## src/hdl/generator_fifo_timing_device_assert.svh

```systemverilog
// ----------------------------------------------------------------------------
// generator fifo timing device - assertion macros
// shared property shapes for the controller and datapath checks
// ----------------------------------------------------------------------------
`ifndef GENERATOR_FIFO_TIMING_DEVICE_ASSERT_SVH
`define GENERATOR_FIFO_TIMING_DEVICE_ASSERT_SVH

// same-cycle implication, sampled on clk, off while in reset
`define GFTD_ASSERT_IMP(lbl, ante, cons, msg) \
	lbl: assert property (@(posedge clk) disable iff (!arst_n) (ante) |-> (cons)) \
		else $error(msg);

// next-cycle implication, sampled on clk, off while in reset
`define GFTD_ASSERT_NXT(lbl, ante, cons, msg) \
	lbl: assert property (@(posedge clk) disable iff (!arst_n) (ante) |=> (cons)) \
		else $error(msg);

`endif

```

## src/hdl/gftd_pkg.sv

```systemverilog
// ----------------------------------------------------------------------------
// gftd_pkg
// types, codes and constants shared by the generator fifo timing device
// ----------------------------------------------------------------------------
package gftd_pkg;

	// default width of the internal cycle arithmetic
	localparam int CYCLE_WIDTH_DEF = 48;
	// width of the cycle fields on the ports
	localparam int PORT_CYCLE_WIDTH = 48;
	// quotient bits of one catch-up division (at most a full fifo)
	localparam int QUO_WIDTH = 16;

	localparam int ADDR_WIDTH  = 32;
	localparam int CAP_WIDTH   = 16;
	localparam int GCOST_WIDTH = 16;
	localparam int ACOST_WIDTH = 8;
	localparam int STALL_WIDTH = 16;
	localparam int KIND_WIDTH  = 3;
	localparam int CFG_IDX_WIDTH  = 3;
	localparam int CFG_DATA_WIDTH = 32;

	// access kinds
	localparam logic ACTION_READ  = 1'b0;
	localparam logic ACTION_WRITE = 1'b1;

	// result kinds
	localparam logic [KIND_WIDTH-1:0] KIND_REG_READ  = 3'd0;
	localparam logic [KIND_WIDTH-1:0] KIND_DATA_READ = 3'd1;
	localparam logic [KIND_WIDTH-1:0] KIND_START     = 3'd2;
	localparam logic [KIND_WIDTH-1:0] KIND_STOP      = 3'd3;
	localparam logic [KIND_WIDTH-1:0] KIND_SEED      = 3'd4;
	localparam logic [KIND_WIDTH-1:0] KIND_ERROR     = 3'd5;

	// configuration register indexes
	localparam logic [CFG_IDX_WIDTH-1:0] REG_START_ADDRESS  = 3'd0;
	localparam logic [CFG_IDX_WIDTH-1:0] REG_STOP_ADDRESS   = 3'd1;
	localparam logic [CFG_IDX_WIDTH-1:0] REG_SEED_ADDRESS   = 3'd2;
	localparam logic [CFG_IDX_WIDTH-1:0] REG_WINDOW_START   = 3'd3;
	localparam logic [CFG_IDX_WIDTH-1:0] REG_WINDOW_END     = 3'd4;
	localparam logic [CFG_IDX_WIDTH-1:0] REG_FIFO_CAPACITY  = 3'd5;
	localparam logic [CFG_IDX_WIDTH-1:0] REG_GENERATE_COST  = 3'd6;
	localparam logic [CFG_IDX_WIDTH-1:0] REG_ACCESS_COST    = 3'd7;

	// configuration reset values
	localparam logic [ADDR_WIDTH-1:0]  RST_START_ADDRESS = 32'd0;
	localparam logic [ADDR_WIDTH-1:0]  RST_STOP_ADDRESS  = 32'd1;
	localparam logic [ADDR_WIDTH-1:0]  RST_SEED_ADDRESS  = 32'd2;
	localparam logic [ADDR_WIDTH-1:0]  RST_WINDOW_START  = 32'd16;
	localparam logic [ADDR_WIDTH-1:0]  RST_WINDOW_END    = 32'd32;
	localparam logic [CAP_WIDTH-1:0]   RST_FIFO_CAPACITY = 16'd0;
	localparam logic [GCOST_WIDTH-1:0] RST_GENERATE_COST = 16'd1;
	localparam logic [ACOST_WIDTH-1:0] RST_ACCESS_COST   = 8'd1;

	// one bus access
	typedef struct packed {
		logic                        action;
		logic [ADDR_WIDTH-1:0]       address;
		logic [PORT_CYCLE_WIDTH-1:0] now_cycle;
	} request_t;

	// one timing result
	typedef struct packed {
		logic [KIND_WIDTH-1:0]       kind;
		logic [ACOST_WIDTH-1:0]      cost_cycles;
		logic [STALL_WIDTH-1:0]      wait_cycles;
		logic                        generated_on_demand;
		logic [PORT_CYCLE_WIDTH-1:0] ready_at_cycle;
	} result_t;

	// controller to datapath commands
	typedef struct packed {
		logic load;
		logic decode;
		logic prep;
		logic cmp;
		logic div_step;
		logic mul;
		logic add;
		logic read;
		logic fix;
	} cmd_t;

	// datapath to controller status
	typedef struct packed {
		logic [KIND_WIDTH-1:0] kind;
		logic                  catch_up;
		logic                  div_skip;
	} status_t;

endpackage

```

## src/hdl/gftd_ctrl.sv

```systemverilog
// ----------------------------------------------------------------------------
// gftd_ctrl
// sequencer: decode, catch-up division steps, data read and result strobe
// ----------------------------------------------------------------------------
`include "generator_fifo_timing_device_assert.svh"

module gftd_ctrl import gftd_pkg::*; (
	input  logic    clk,
	input  logic    arst_n,
	input  logic    start,
	output logic    busy,
	output logic    result_valid,
	input  status_t status,
	output cmd_t    cmd
);

	localparam logic [3:0] S_IDLE   = 4'd0;
	localparam logic [3:0] S_DECODE = 4'd1;
	localparam logic [3:0] S_PREP   = 4'd2;
	localparam logic [3:0] S_CMP    = 4'd3;
	localparam logic [3:0] S_DIV    = 4'd4;
	localparam logic [3:0] S_MUL    = 4'd5;
	localparam logic [3:0] S_ADD    = 4'd6;
	localparam logic [3:0] S_READ   = 4'd7;
	localparam logic [3:0] S_FIX    = 4'd8;
	localparam logic [3:0] S_DONE   = 4'd9;

	localparam int CNT_WIDTH = $clog2(QUO_WIDTH);

	logic [3:0]           state_q;
	logic [3:0]           state_d;
	logic [CNT_WIDTH-1:0] cnt_q;
	logic                 accept;

	// a new transfer may enter while the previous result is strobed
	assign busy         = (state_q != S_IDLE) && (state_q != S_DONE);
	assign result_valid = (state_q == S_DONE);
	assign accept       = start && !busy;

	// commands follow the state
	always_comb begin
		cmd          = '0;
		cmd.load     = accept;
		cmd.decode   = (state_q == S_DECODE);
		cmd.prep     = (state_q == S_PREP);
		cmd.cmp      = (state_q == S_CMP);
		cmd.div_step = (state_q == S_DIV);
		cmd.mul      = (state_q == S_MUL);
		cmd.add      = (state_q == S_ADD);
		cmd.read     = (state_q == S_READ);
		cmd.fix      = (state_q == S_FIX);
	end

	// next state
	always_comb begin
		state_d = state_q;
		case (state_q)
			S_IDLE, S_DONE: begin
				state_d = accept ? S_DECODE : S_IDLE;
			end
			S_DECODE: begin
				if (status.kind != KIND_DATA_READ) begin
					state_d = S_DONE;
				end else if (status.catch_up) begin
					state_d = S_PREP;
				end else begin
					state_d = S_READ;
				end
			end
			S_PREP: state_d = S_CMP;
			S_CMP:  state_d = status.div_skip ? S_MUL : S_DIV;
			S_DIV: begin
				if (cnt_q == '0) begin
					state_d = S_MUL;
				end
			end
			S_MUL:  state_d = S_ADD;
			S_ADD:  state_d = S_READ;
			S_READ: state_d = S_FIX;
			S_FIX:  state_d = S_DONE;
			default: state_d = S_IDLE;
		endcase
	end

	// state and division step counter
	always_ff @(posedge clk or negedge arst_n) begin
		if (!arst_n) begin
			state_q <= S_IDLE;
			cnt_q   <= '0;
		end else begin
			state_q <= state_d;
			if (state_q == S_CMP) begin
				cnt_q <= CNT_WIDTH'(QUO_WIDTH - 1);
			end else if (state_q == S_DIV) begin
				cnt_q <= cnt_q - 1'b1;
			end
		end
	end

	`GFTD_ASSERT_NXT(a_accept_decodes, accept, state_q == S_DECODE, "accepted transfer not decoded")
	`GFTD_ASSERT_NXT(a_strobe_single, result_valid, !result_valid, "result strobe held too long")
	`GFTD_ASSERT_NXT(a_div_enter, (state_q == S_CMP) && !status.div_skip, (state_q == S_DIV) && (cnt_q == CNT_WIDTH'(QUO_WIDTH - 1)), "division not started")
	`GFTD_ASSERT_NXT(a_div_leave, (state_q == S_DIV) && (cnt_q == '0), state_q == S_MUL, "division overran")

endmodule

```

## src/hdl/gftd_datapath.sv

```systemverilog
// ----------------------------------------------------------------------------
// gftd_datapath
// configuration, fifo fill state, catch-up divider and result registers
// ----------------------------------------------------------------------------
`include "generator_fifo_timing_device_assert.svh"

module gftd_datapath import gftd_pkg::*; #(
	parameter int CYCLE_WIDTH = CYCLE_WIDTH_DEF
) (
	input  logic                      clk,
	input  logic                      arst_n,
	input  logic                      cfg_we,
	input  logic [CFG_IDX_WIDTH-1:0]  cfg_index,
	input  logic [CFG_DATA_WIDTH-1:0] cfg_data,
	input  request_t                  request,
	input  cmd_t                      cmd,
	output status_t                   status,
	output result_t                   result
);

	localparam int PROD_WIDTH = QUO_WIDTH + GCOST_WIDTH;

	// configuration
	logic [ADDR_WIDTH-1:0]  start_addr_q, stop_addr_q, seed_reg_q;
	logic [ADDR_WIDTH-1:0]  win_start_q, win_end_q;
	logic [CAP_WIDTH-1:0]   cap_q;
	logic [GCOST_WIDTH-1:0] gcost_q;
	logic [ACOST_WIDTH-1:0] acost_q;

	// generator state
	logic [CAP_WIDTH-1:0]   held_q;
	logic [CYCLE_WIDTH-1:0] lgc_q;
	logic                   running_q;
	logic                   pause_q;

	// latched access
	logic                   act_q;
	logic [ADDR_WIDTH-1:0]  addr_q;
	logic [CYCLE_WIDTH-1:0] now_q;

	// catch-up working registers
	logic [CAP_WIDTH-1:0]   room_q;
	logic [CYCLE_WIDTH-1:0] elapsed_q;
	logic [PROD_WIDTH-1:0]  lim_q;
	logic [PROD_WIDTH-1:0]  rem_q;
	logic [PROD_WIDTH-1:0]  dsr_q;
	logic [QUO_WIDTH-1:0]   n_q;
	logic [PROD_WIDTH-1:0]  nprod_q;
	logic                   fix_q;

	// result registers
	logic [KIND_WIDTH-1:0]  kind_q;
	logic [ACOST_WIDTH-1:0] cost_q;
	logic [STALL_WIDTH-1:0] stall_q;
	logic                   demand_q;
	logic [PORT_CYCLE_WIDTH-1:0] ready_q;

	// combinational helpers
	logic                   in_window, hit_start, hit_stop, hit_seed;
	logic [KIND_WIDTH-1:0]  kind_dec;
	logic [GCOST_WIDTH-1:0] cost_eff;
	logic                   rem_ge;
	logic [CAP_WIDTH:0]     held_sum;
	logic                   rd_err, rd_demand;
	logic [CYCLE_WIDTH-1:0] fwd_diff, back_diff, ready_n;
	logic [STALL_WIDTH:0]   back_sum;
	logic [STALL_WIDTH-1:0] stall_n;

	// a zero generation cost counts as one cycle
	assign cost_eff = (gcost_q == '0) ? GCOST_WIDTH'(1) : gcost_q;

	// address decode of the latched access
	always_comb begin
		in_window = (addr_q >= win_start_q) && (addr_q < win_end_q);
		hit_start = (addr_q == start_addr_q);
		hit_stop  = (addr_q == stop_addr_q);
		hit_seed  = (addr_q == seed_reg_q);
		if ((cap_q == '0) || !(in_window || hit_start || hit_stop || hit_seed)) begin
			kind_dec = KIND_ERROR;
		end else if (act_q == ACTION_READ) begin
			kind_dec = in_window ? KIND_DATA_READ : KIND_REG_READ;
		end else if (hit_start) begin
			kind_dec = KIND_START;
		end else if (hit_stop) begin
			kind_dec = KIND_STOP;
		end else if (hit_seed) begin
			kind_dec = KIND_SEED;
		end else begin
			kind_dec = KIND_ERROR;
		end
	end

	assign status.kind     = kind_dec;
	assign status.catch_up = running_q && !pause_q;
	assign status.div_skip = (elapsed_q >= CYCLE_WIDTH'(lim_q));

	// one restoring division step
	assign rem_ge   = (rem_q >= dsr_q);
	assign held_sum = {1'b0, held_q} + {1'b0, n_q};

	// data read: empty fifo handling and stall measurement
	always_comb begin
		rd_err    = (held_q == '0) && (!running_q || pause_q);
		rd_demand = (held_q == '0) && !rd_err;
		fwd_diff  = now_q - lgc_q;
		back_diff = lgc_q - now_q;
		ready_n   = lgc_q + CYCLE_WIDTH'(cost_eff);
		back_sum  = {1'b0, back_diff[STALL_WIDTH-1:0]} + {1'b0, cost_eff};
		if (now_q >= lgc_q) begin
			stall_n = cost_eff - fwd_diff[STALL_WIDTH-1:0];
		end else if ((back_diff >= CYCLE_WIDTH'({STALL_WIDTH{1'b1}})) || back_sum[STALL_WIDTH]) begin
			stall_n = '1;
		end else begin
			stall_n = back_sum[STALL_WIDTH-1:0];
		end
	end

	// configuration registers
	always_ff @(posedge clk or negedge arst_n) begin
		if (!arst_n) begin
			start_addr_q <= RST_START_ADDRESS;
			stop_addr_q  <= RST_STOP_ADDRESS;
			seed_reg_q   <= RST_SEED_ADDRESS;
			win_start_q  <= RST_WINDOW_START;
			win_end_q    <= RST_WINDOW_END;
			cap_q        <= RST_FIFO_CAPACITY;
			gcost_q      <= RST_GENERATE_COST;
			acost_q      <= RST_ACCESS_COST;
		end else if (cfg_we) begin
			case (cfg_index)
				REG_START_ADDRESS: start_addr_q <= cfg_data[ADDR_WIDTH-1:0];
				REG_STOP_ADDRESS:  stop_addr_q  <= cfg_data[ADDR_WIDTH-1:0];
				REG_SEED_ADDRESS:  seed_reg_q   <= cfg_data[ADDR_WIDTH-1:0];
				REG_WINDOW_START:  win_start_q  <= cfg_data[ADDR_WIDTH-1:0];
				REG_WINDOW_END:    win_end_q    <= cfg_data[ADDR_WIDTH-1:0];
				REG_FIFO_CAPACITY: cap_q        <= cfg_data[CAP_WIDTH-1:0];
				REG_GENERATE_COST: gcost_q      <= cfg_data[GCOST_WIDTH-1:0];
				REG_ACCESS_COST:   acost_q      <= cfg_data[ACOST_WIDTH-1:0];
				default: ;
			endcase
		end
	end

	// generator state updates
	always_ff @(posedge clk or negedge arst_n) begin
		if (!arst_n) begin
			held_q    <= '0;
			lgc_q     <= '0;
			running_q <= 1'b0;
			pause_q   <= 1'b0;
		end else if (cmd.decode) begin
			case (kind_dec)
				KIND_START: begin
					if (!running_q) begin
						running_q <= 1'b1;
						pause_q   <= 1'b0;
						lgc_q     <= now_q;
					end
				end
				KIND_STOP: begin
					running_q <= 1'b0;
					pause_q   <= 1'b0;
					held_q    <= '0;
				end
				default: ;
			endcase
		end else if (cmd.add) begin
			// commit the catch-up
			lgc_q   <= lgc_q + CYCLE_WIDTH'(nprod_q);
			held_q  <= held_sum[CAP_WIDTH-1:0];
			pause_q <= (held_sum >= {1'b0, cap_q});
		end else if (cmd.read) begin
			if (rd_demand) begin
				lgc_q  <= ready_n;
				held_q <= '0;
			end else if (!rd_err) begin
				held_q <= held_q - 1'b1;
			end
		end else if (cmd.fix) begin
			// read freed a slot in a full fifo: restart from the end of the read
			if (fix_q) begin
				lgc_q   <= now_q + CYCLE_WIDTH'(stall_q);
				pause_q <= (held_q >= cap_q);
			end
		end
	end

	// access latch, divider and result registers
	always_ff @(posedge clk) begin
		if (cmd.load) begin
			act_q  <= request.action;
			addr_q <= request.address;
			now_q  <= CYCLE_WIDTH'(request.now_cycle);
		end
		if (cmd.decode) begin
			kind_q   <= kind_dec;
			cost_q   <= (kind_dec == KIND_ERROR) ? '0 : acost_q;
			stall_q  <= '0;
			demand_q <= 1'b0;
			ready_q  <= '0;
			fix_q    <= 1'b0;
			room_q   <= (cap_q > held_q) ? (cap_q - held_q) : '0;
		end
		if (cmd.prep) begin
			elapsed_q <= (now_q >= lgc_q) ? (now_q - lgc_q) : '0;
			lim_q     <= PROD_WIDTH'(room_q) * PROD_WIDTH'(cost_eff);
		end
		// a full-room catch-up needs no division
		if (cmd.cmp) begin
			if (status.div_skip) begin
				n_q <= room_q;
			end else begin
				n_q   <= '0;
				rem_q <= elapsed_q[PROD_WIDTH-1:0];
				dsr_q <= PROD_WIDTH'(cost_eff) << (QUO_WIDTH - 1);
			end
		end
		if (cmd.div_step) begin
			if (rem_ge) begin
				rem_q <= rem_q - dsr_q;
			end
			n_q   <= {n_q[QUO_WIDTH-2:0], rem_ge};
			dsr_q <= dsr_q >> 1;
		end
		if (cmd.mul) begin
			nprod_q <= PROD_WIDTH'(n_q) * PROD_WIDTH'(cost_eff);
		end
		if (cmd.read) begin
			if (rd_err) begin
				kind_q <= KIND_ERROR;
				cost_q <= '0;
				fix_q  <= 1'b0;
			end else if (rd_demand) begin
				stall_q  <= stall_n;
				demand_q <= 1'b1;
				ready_q  <= PORT_CYCLE_WIDTH'(ready_n);
				fix_q    <= (cap_q == CAP_WIDTH'(1));
			end else begin
				fix_q <= pause_q;
			end
		end
	end

	always_comb begin
		result.kind                = kind_q;
		result.cost_cycles         = cost_q;
		result.wait_cycles         = stall_q;
		result.generated_on_demand = demand_q;
		result.ready_at_cycle      = ready_q;
	end

	`GFTD_ASSERT_IMP(a_pause_running, pause_q, running_q, "fifo paused while generator stopped")
	`GFTD_ASSERT_NXT(a_demand_stalls, cmd.read, !demand_q || (stall_q != '0), "on-demand read without stall")
	`GFTD_ASSERT_NXT(a_error_free, cmd.read, (kind_q != KIND_ERROR) || (cost_q == '0), "error result carries a cost")

endmodule

```

## src/hdl/generator_fifo_timing_device.sv

```systemverilog
// ----------------------------------------------------------------------------
// generator_fifo_timing_device
// timing model of a fifo-filling generator behind memory-mapped registers
// ----------------------------------------------------------------------------
// usage:
// - a bus access is presented on request and taken at a clock edge where start
//   is high and busy is low; each access gives exactly one result
// - the result appears on result for one cycle with result_valid high; there
//   is no back-pressure, the receiver takes it in that cycle
// - an accepted access is decoded, then register accesses and errors strobe;
//   a data read reads and fixes up first, and with the generator running and
//   not paused it catches up before that: prepare, compare, divide, mul, add
// - the catch-up division is a restoring divider retiring one quotient bit per
//   cycle; it is skipped when the catch-up fills the fifo
// - a new access can be taken in the cycle its predecessor's result is
//   strobed
// - configuration is written through cfg_we, cfg_index and cfg_data while no
//   access is in flight; writes take effect at the next edge
// - reset clears the generator state and loads the register defaults; the
//   device is disabled until a non-zero fifo capacity is written
// ----------------------------------------------------------------------------
module generator_fifo_timing_device import gftd_pkg::*; #(
	parameter int CYCLE_WIDTH = CYCLE_WIDTH_DEF
) (
	input  logic                      clk,
	input  logic                      arst_n,
	input  logic                      start,
	output logic                      busy,
	input  request_t                  request,
	output logic                      result_valid,
	output result_t                   result,
	input  logic                      cfg_we,
	input  logic [CFG_IDX_WIDTH-1:0]  cfg_index,
	input  logic [CFG_DATA_WIDTH-1:0] cfg_data
);

	cmd_t    cmd;
	status_t status;

	// sequencer
	gftd_ctrl u_ctrl (
		.clk          (clk),
		.arst_n       (arst_n),
		.start        (start),
		.busy         (busy),
		.result_valid (result_valid),
		.status       (status),
		.cmd          (cmd)
	);

	// registers, divider and result
	gftd_datapath #(
		.CYCLE_WIDTH (CYCLE_WIDTH)
	) u_datapath (
		.clk       (clk),
		.arst_n    (arst_n),
		.cfg_we    (cfg_we),
		.cfg_index (cfg_index),
		.cfg_data  (cfg_data),
		.request   (request),
		.cmd       (cmd),
		.status    (status),
		.result    (result)
	);

endmodule

```

## config.mk

```make
export PLATFORM = sky130hd
export DESIGN_NAME = generator_fifo_timing_device
export DESIGN_NICKNAME = d
export VERILOG_FILES = /design/src/hdl/gftd_pkg.sv /design/src/hdl/gftd_ctrl.sv /design/src/hdl/gftd_datapath.sv /design/src/hdl/generator_fifo_timing_device.sv
export VERILOG_INCLUDE_DIRS = /design/src /design/src/hdl
export SDC_FILE = /design/constraint.sdc
export NUM_CORES = 2
export LEC_CHECK = 0
export ABC_AREA = 1
export BUFFER_PORTS_ARGS = -buffer_cell sky130_fd_sc_hd__clkbuf_2
export CORE_MARGIN = 4
export CORE_UTILIZATION = 40
export CTS_CLUSTER_DIAMETER = 120
export DETAILED_ROUTE_END_ITERATION = 8
export PLACE_DENSITY = 0.54
export SLEW_MARGIN = 5
export SYNTH_ARGS = -nofsm -noshare
export SYNTH_HDL_FRONTEND = slang
export SYNTH_HIERARCHICAL = 1
export SYNTH_SLANG_ARGS = --single-unit
```

## constraint.sdc

```tcl
create_clock -name clk -period 7.35 [get_ports clk]
set_input_delay 0.735 -clock clk [delete_from_list [all_inputs] [get_ports clk]]
set_output_delay 0.735 -clock clk [all_outputs]
set_load 0.01 [all_outputs]
```

==> results.py <==
metrics = {
    "yosys": {
        "synth_top_area_share_pct": 13.9,
        "syn-instance-count": 8893,
        "async_flop_share_pct": 42.9,
        "synth-seq-cells": 639,
        "syn_avg_cell_area_sq_um": 7.26,
        "synth_area_leaders": "nand2_1 (14%), fa_1 (12%), edfxtp_1 (12%), ha_1 (11%), dfrtp_1 (10%)",
        "synth_top_cell_by_area": "nand2_1",
        "synth_flop_cell": "dfrtp_1",
        "synth-seq-area-share_pct": 25.9,
        "synth_cell_types": 62,
        "syn_nets": 9985,
        "yosysWarnings": 6,
        "synth_edf_count": 257,
        "synthTopCellsByCount": "nand2_1 (2391), inv_1 (1661), ha_1 (574), o21ai_0 (519), a21oi_1 (516)",
        "synth_most_common_cell": "nand2_1",
        "syn_area_sq_um": 64600,
    },
    "run": {
        "drv_cap": 0,
    },
    "critical_path": {
        "r2r_start": "u_datapath/gcost_q[1]",
        "crit_slowest_cell": "fa_1",
        "crit_arrival_ns": 7.00,
        "r2r_end": "u_datapath/nprod_q[24]",
        "cpMostUsedCell": "fa_1",
        "startpoint_type": "flip-flop",
        "crit_family": "adder cells",
        "critPathRequiredTime_ns": 7.82,
        "crit_fanout": 27,
        "slowest_delay_ns": 0.56,
        "crit_chain": "buf_4 -> nand2_1 -> fa_1 -> inv_1 -> fa_1 -> ha_1 -> inv_1 -> fa_1 -> fa_1 -> inv_1 -> fa_1 -> ha_1 -> nand2_1 -> o21ai_0 -> a21boi_0 -> o21ai_0 -> a21boi_0 -> o21bai_1 -> a21oi_1 -> xnor2_1",
        "crit_buf_inv": 4,
        "r2r_setup_slack_ns": 0.81,
        "crit_type": "reg -> reg",
        "end_kind": "flip-flop",
        "r2r.worst_path.cells": 20,
    },
    "timing": {
        "skew_ns": 0.0810,
        "hold_viol_final": 0,
        "setup_viol": 0,
        "worst_pin_slew_ns": 1.20,
        "final_max_slew_viol_count": 0,
        "max_clock_freq_mhz": 153,
        "finalCritPeriodShare_pct": 89.0,
        "grt_setup_unrepaired": "no",
        "slew_headroom_pct": 19.9,
        "finalSetupTns_ns": 0,
        "fin_ws_ns": 0.810,
        "fin_crit_ns": 6.54,
    },
    "min_path": {
        "hold_end": "u_datapath/addr_q[14]",
        "holdCritStartpoint": "request[62]",
        "worstHoldPathCells": 1,
        "min_path_type": "in -> reg",
    },
    "floorplan": {
        "start_util_pct": 40.2,
        "ioPinCount": 198,
        "core_area_sq_um": 161000,
        "die_x_microns": 410,
        "die_height_microns": 410,
        "rows": 147,
        "die_area_sq_um": 168000,
    },
    "route": {
        "first_pass_iters": 6,
        "drc": 0,
        "vias": 59500,
        "drtIter0Drc": 5442,
        "drt_wl_total_microns": 257000,
        "vias_per_cell": 5.32,
        "drtAntennaViolNets": 0,
        "wl_per_cell_microns": 23.0,
    },
    "grt": {
        "grt_usage_pct": 30.2,
        "antenna_found_initial": 8,
        "grt_pass1_vias": 58000,
        "overflow": 0,
        "grt_first_pass_wirelength_microns": 379000,
        "grt_start_max_net_pins": 136,
    },
    "status": {
        "run_status": "complete, no violations",
    },
    "clock_network": {
        "cts_buffer_depth": 3,
        "path_clk_slew_ns": 0.06,
        "clk_latency_ns": 0.77,
        "cts.sink_count": 639,
        "cts_tree": "built",
        "htreeDepth": 3,
        "cts_buffers": 84,
        "cts_root_buf": "clkbuf_16",
    },
    "final_layout": {
        "fin_cells": 11200,
        "finalInstanceArea_sq_um": 70400,
        "drive_above_1_share_pct": 6.31,
        "final_nets": 10000,
        "area_growth_pct": 9.12,
    },
    "place": {
        "portBuffers": 197,
        "hpwl_microns": 208000,
        "gp_congestion": 1.04,
        "placed_cells": 11000,
        "dp_slack_ns": 0.807,
        "dpl-instance-area_sq_um": 67600,
    },
}
## per-layer routing
| metal | routed length, microns | track usage (%) | part of all wire (%) | vias up |
|---|---|---|---|---|
| li1 | - | - | - | 28200 |
| met1 | 116000 | 42.6 | 45 | 28800 |
| met2 | 113000 | 47.1 | 44 | 2130 |
| met3 | 17600 | 4.52 | 6.8 | 366 |
| met4 | 10300 | 10.6 | 4.0 | 0 |
| met5 | 0 | 0 | 0 | - |
## layout by cell type, fill, tap and decap left out, types with 15 or more instances in the layout
cell          n
clkbuf_16    84
nand2_2      16
clkbuf_2    196
nand3_1     452
nor2_1      493
xor2_1      178
inv_2        17
o211ai_1     50
a31oi_1      33
nand4_1     102
nand3b_1     24
dfrtp_1     253
fa_1        398
inv_1      1659
nor2_2       31
o21bai_1     21
a21boi_0     17
nor4_1       35
nand2_1    2386
dfrtp_2      15
or2_2        60
xnor2_1     113
dfxtp_1     108
ha_1        574
clkbuf_1     23
o21a_1       27
edfxtp_1    257
buf_4        67
nor3_1       80
a21o_1       27
a21oi_1     516
o21ai_0     519
## flip-flops by register name, indices dropped and copies added (netlist names), 31 cells and up
signal	cells
u_datapath/addr_q	32
u_datapath/dsr_q	31
u_datapath/elapsed_q	48
u_datapath/lgc_q	48
u_datapath/lim_q	32
u_datapath/now_q	48
u_datapath/nprod_q	32
u_datapath/ready_q	48
u_datapath/rem_q	32
u_datapath/seed_reg_q	32
u_datapath/start_addr_q	32
u_datapath/stop_addr_q	32
u_datapath/win_end_q	32
u_datapath/win_start_q	32
## worst register-to-register path, stage by stage (launching register included)
cell and delay, ns:
dfrtp_2 0.55, buf_4 0.43, nand2_1 0.16, fa_1 0.56, inv_1 0.06, fa_1 0.54, ha_1 0.16, inv_1 0.05
fa_1 0.46, fa_1 0.55, inv_1 0.05, fa_1 0.44, ha_1 0.37, nand2_1 0.06, o21ai_0 0.28, a21boi_0 0.20
o21ai_0 0.53, a21boi_0 0.27, o21bai_1 0.29, a21oi_1 0.12, xnor2_1 0.14
## cell families (layout without fill, tap and decap cells)
family	Yosys count	after routing	synth area share [%]
simple gates	3711	3711	23.9
buf+inv	1986	2110	11.7
compound gates	1294	1294	11.0
fa+ha+maj	972	972	23.5
flops	639	639	25.9
xor+xnor	291	291	3.95
other cells	0	2	0
## worst max-delay path by stage
| stage | start | end | slack, ns | cells past startpoint |
|---|---|---|---|---|
| floorplan | u_datapath/gcost_q[1] | u_datapath/lim_q[27] | 1.45 | 21 |
| CTS | u_datapath/gcost_q[1] | u_datapath/nprod_q[24] | 0.78 | 20 |
| global route | u_datapath/gcost_q[1] | u_datapath/nprod_q[24] | 0.43 | 20 |
| detailed placement | u_datapath/gcost_q[1] | u_datapath/nprod_q[24] | 0.81 | 20 |
| global placement | u_datapath/gcost_q[1] | u_datapath/nprod_q[24] | 1.0 | 20 |
| finish | u_datapath/gcost_q[1] | u_datapath/nprod_q[24] | 0.81 | 20 |
## layout make-up
class	count	area (sq um)
Antenna cell	2	5.00
Clock buffer	115	2290
Clock inverter	42	508
Fill cell	16700	90100
Inverter	1687	6340
Multi-Input combinational cell	6268	40300
Sequential cell	639	16800
Tap cell	2160	2700
Timing Repair Buffer	266	1530
## what timing repair did
| action | in CTS | in global routing |
|---|---|---|
| setup endpoints to repair | 0 | 0 |
| resized for setup | 0 | 0 |
| hold buffers | 1 | 0 |
| endpoints found under the hold margin | 44 | 0 |
| buffers inserted | 0 | 0 |
## stage by stage
stage	util, %	hold slack [ns]
after floorplan	-	0.428
after global placement	42.1	0.461
after detailed placement	42.1	0.461
after CTS	43.9	0.0823
after global routing	43.9	0.102
final	43.9	0.149
Power is left out: the tool's default activity adds up to more than one toggle a clock period on the data nets, which glitch-free logic cannot reach.
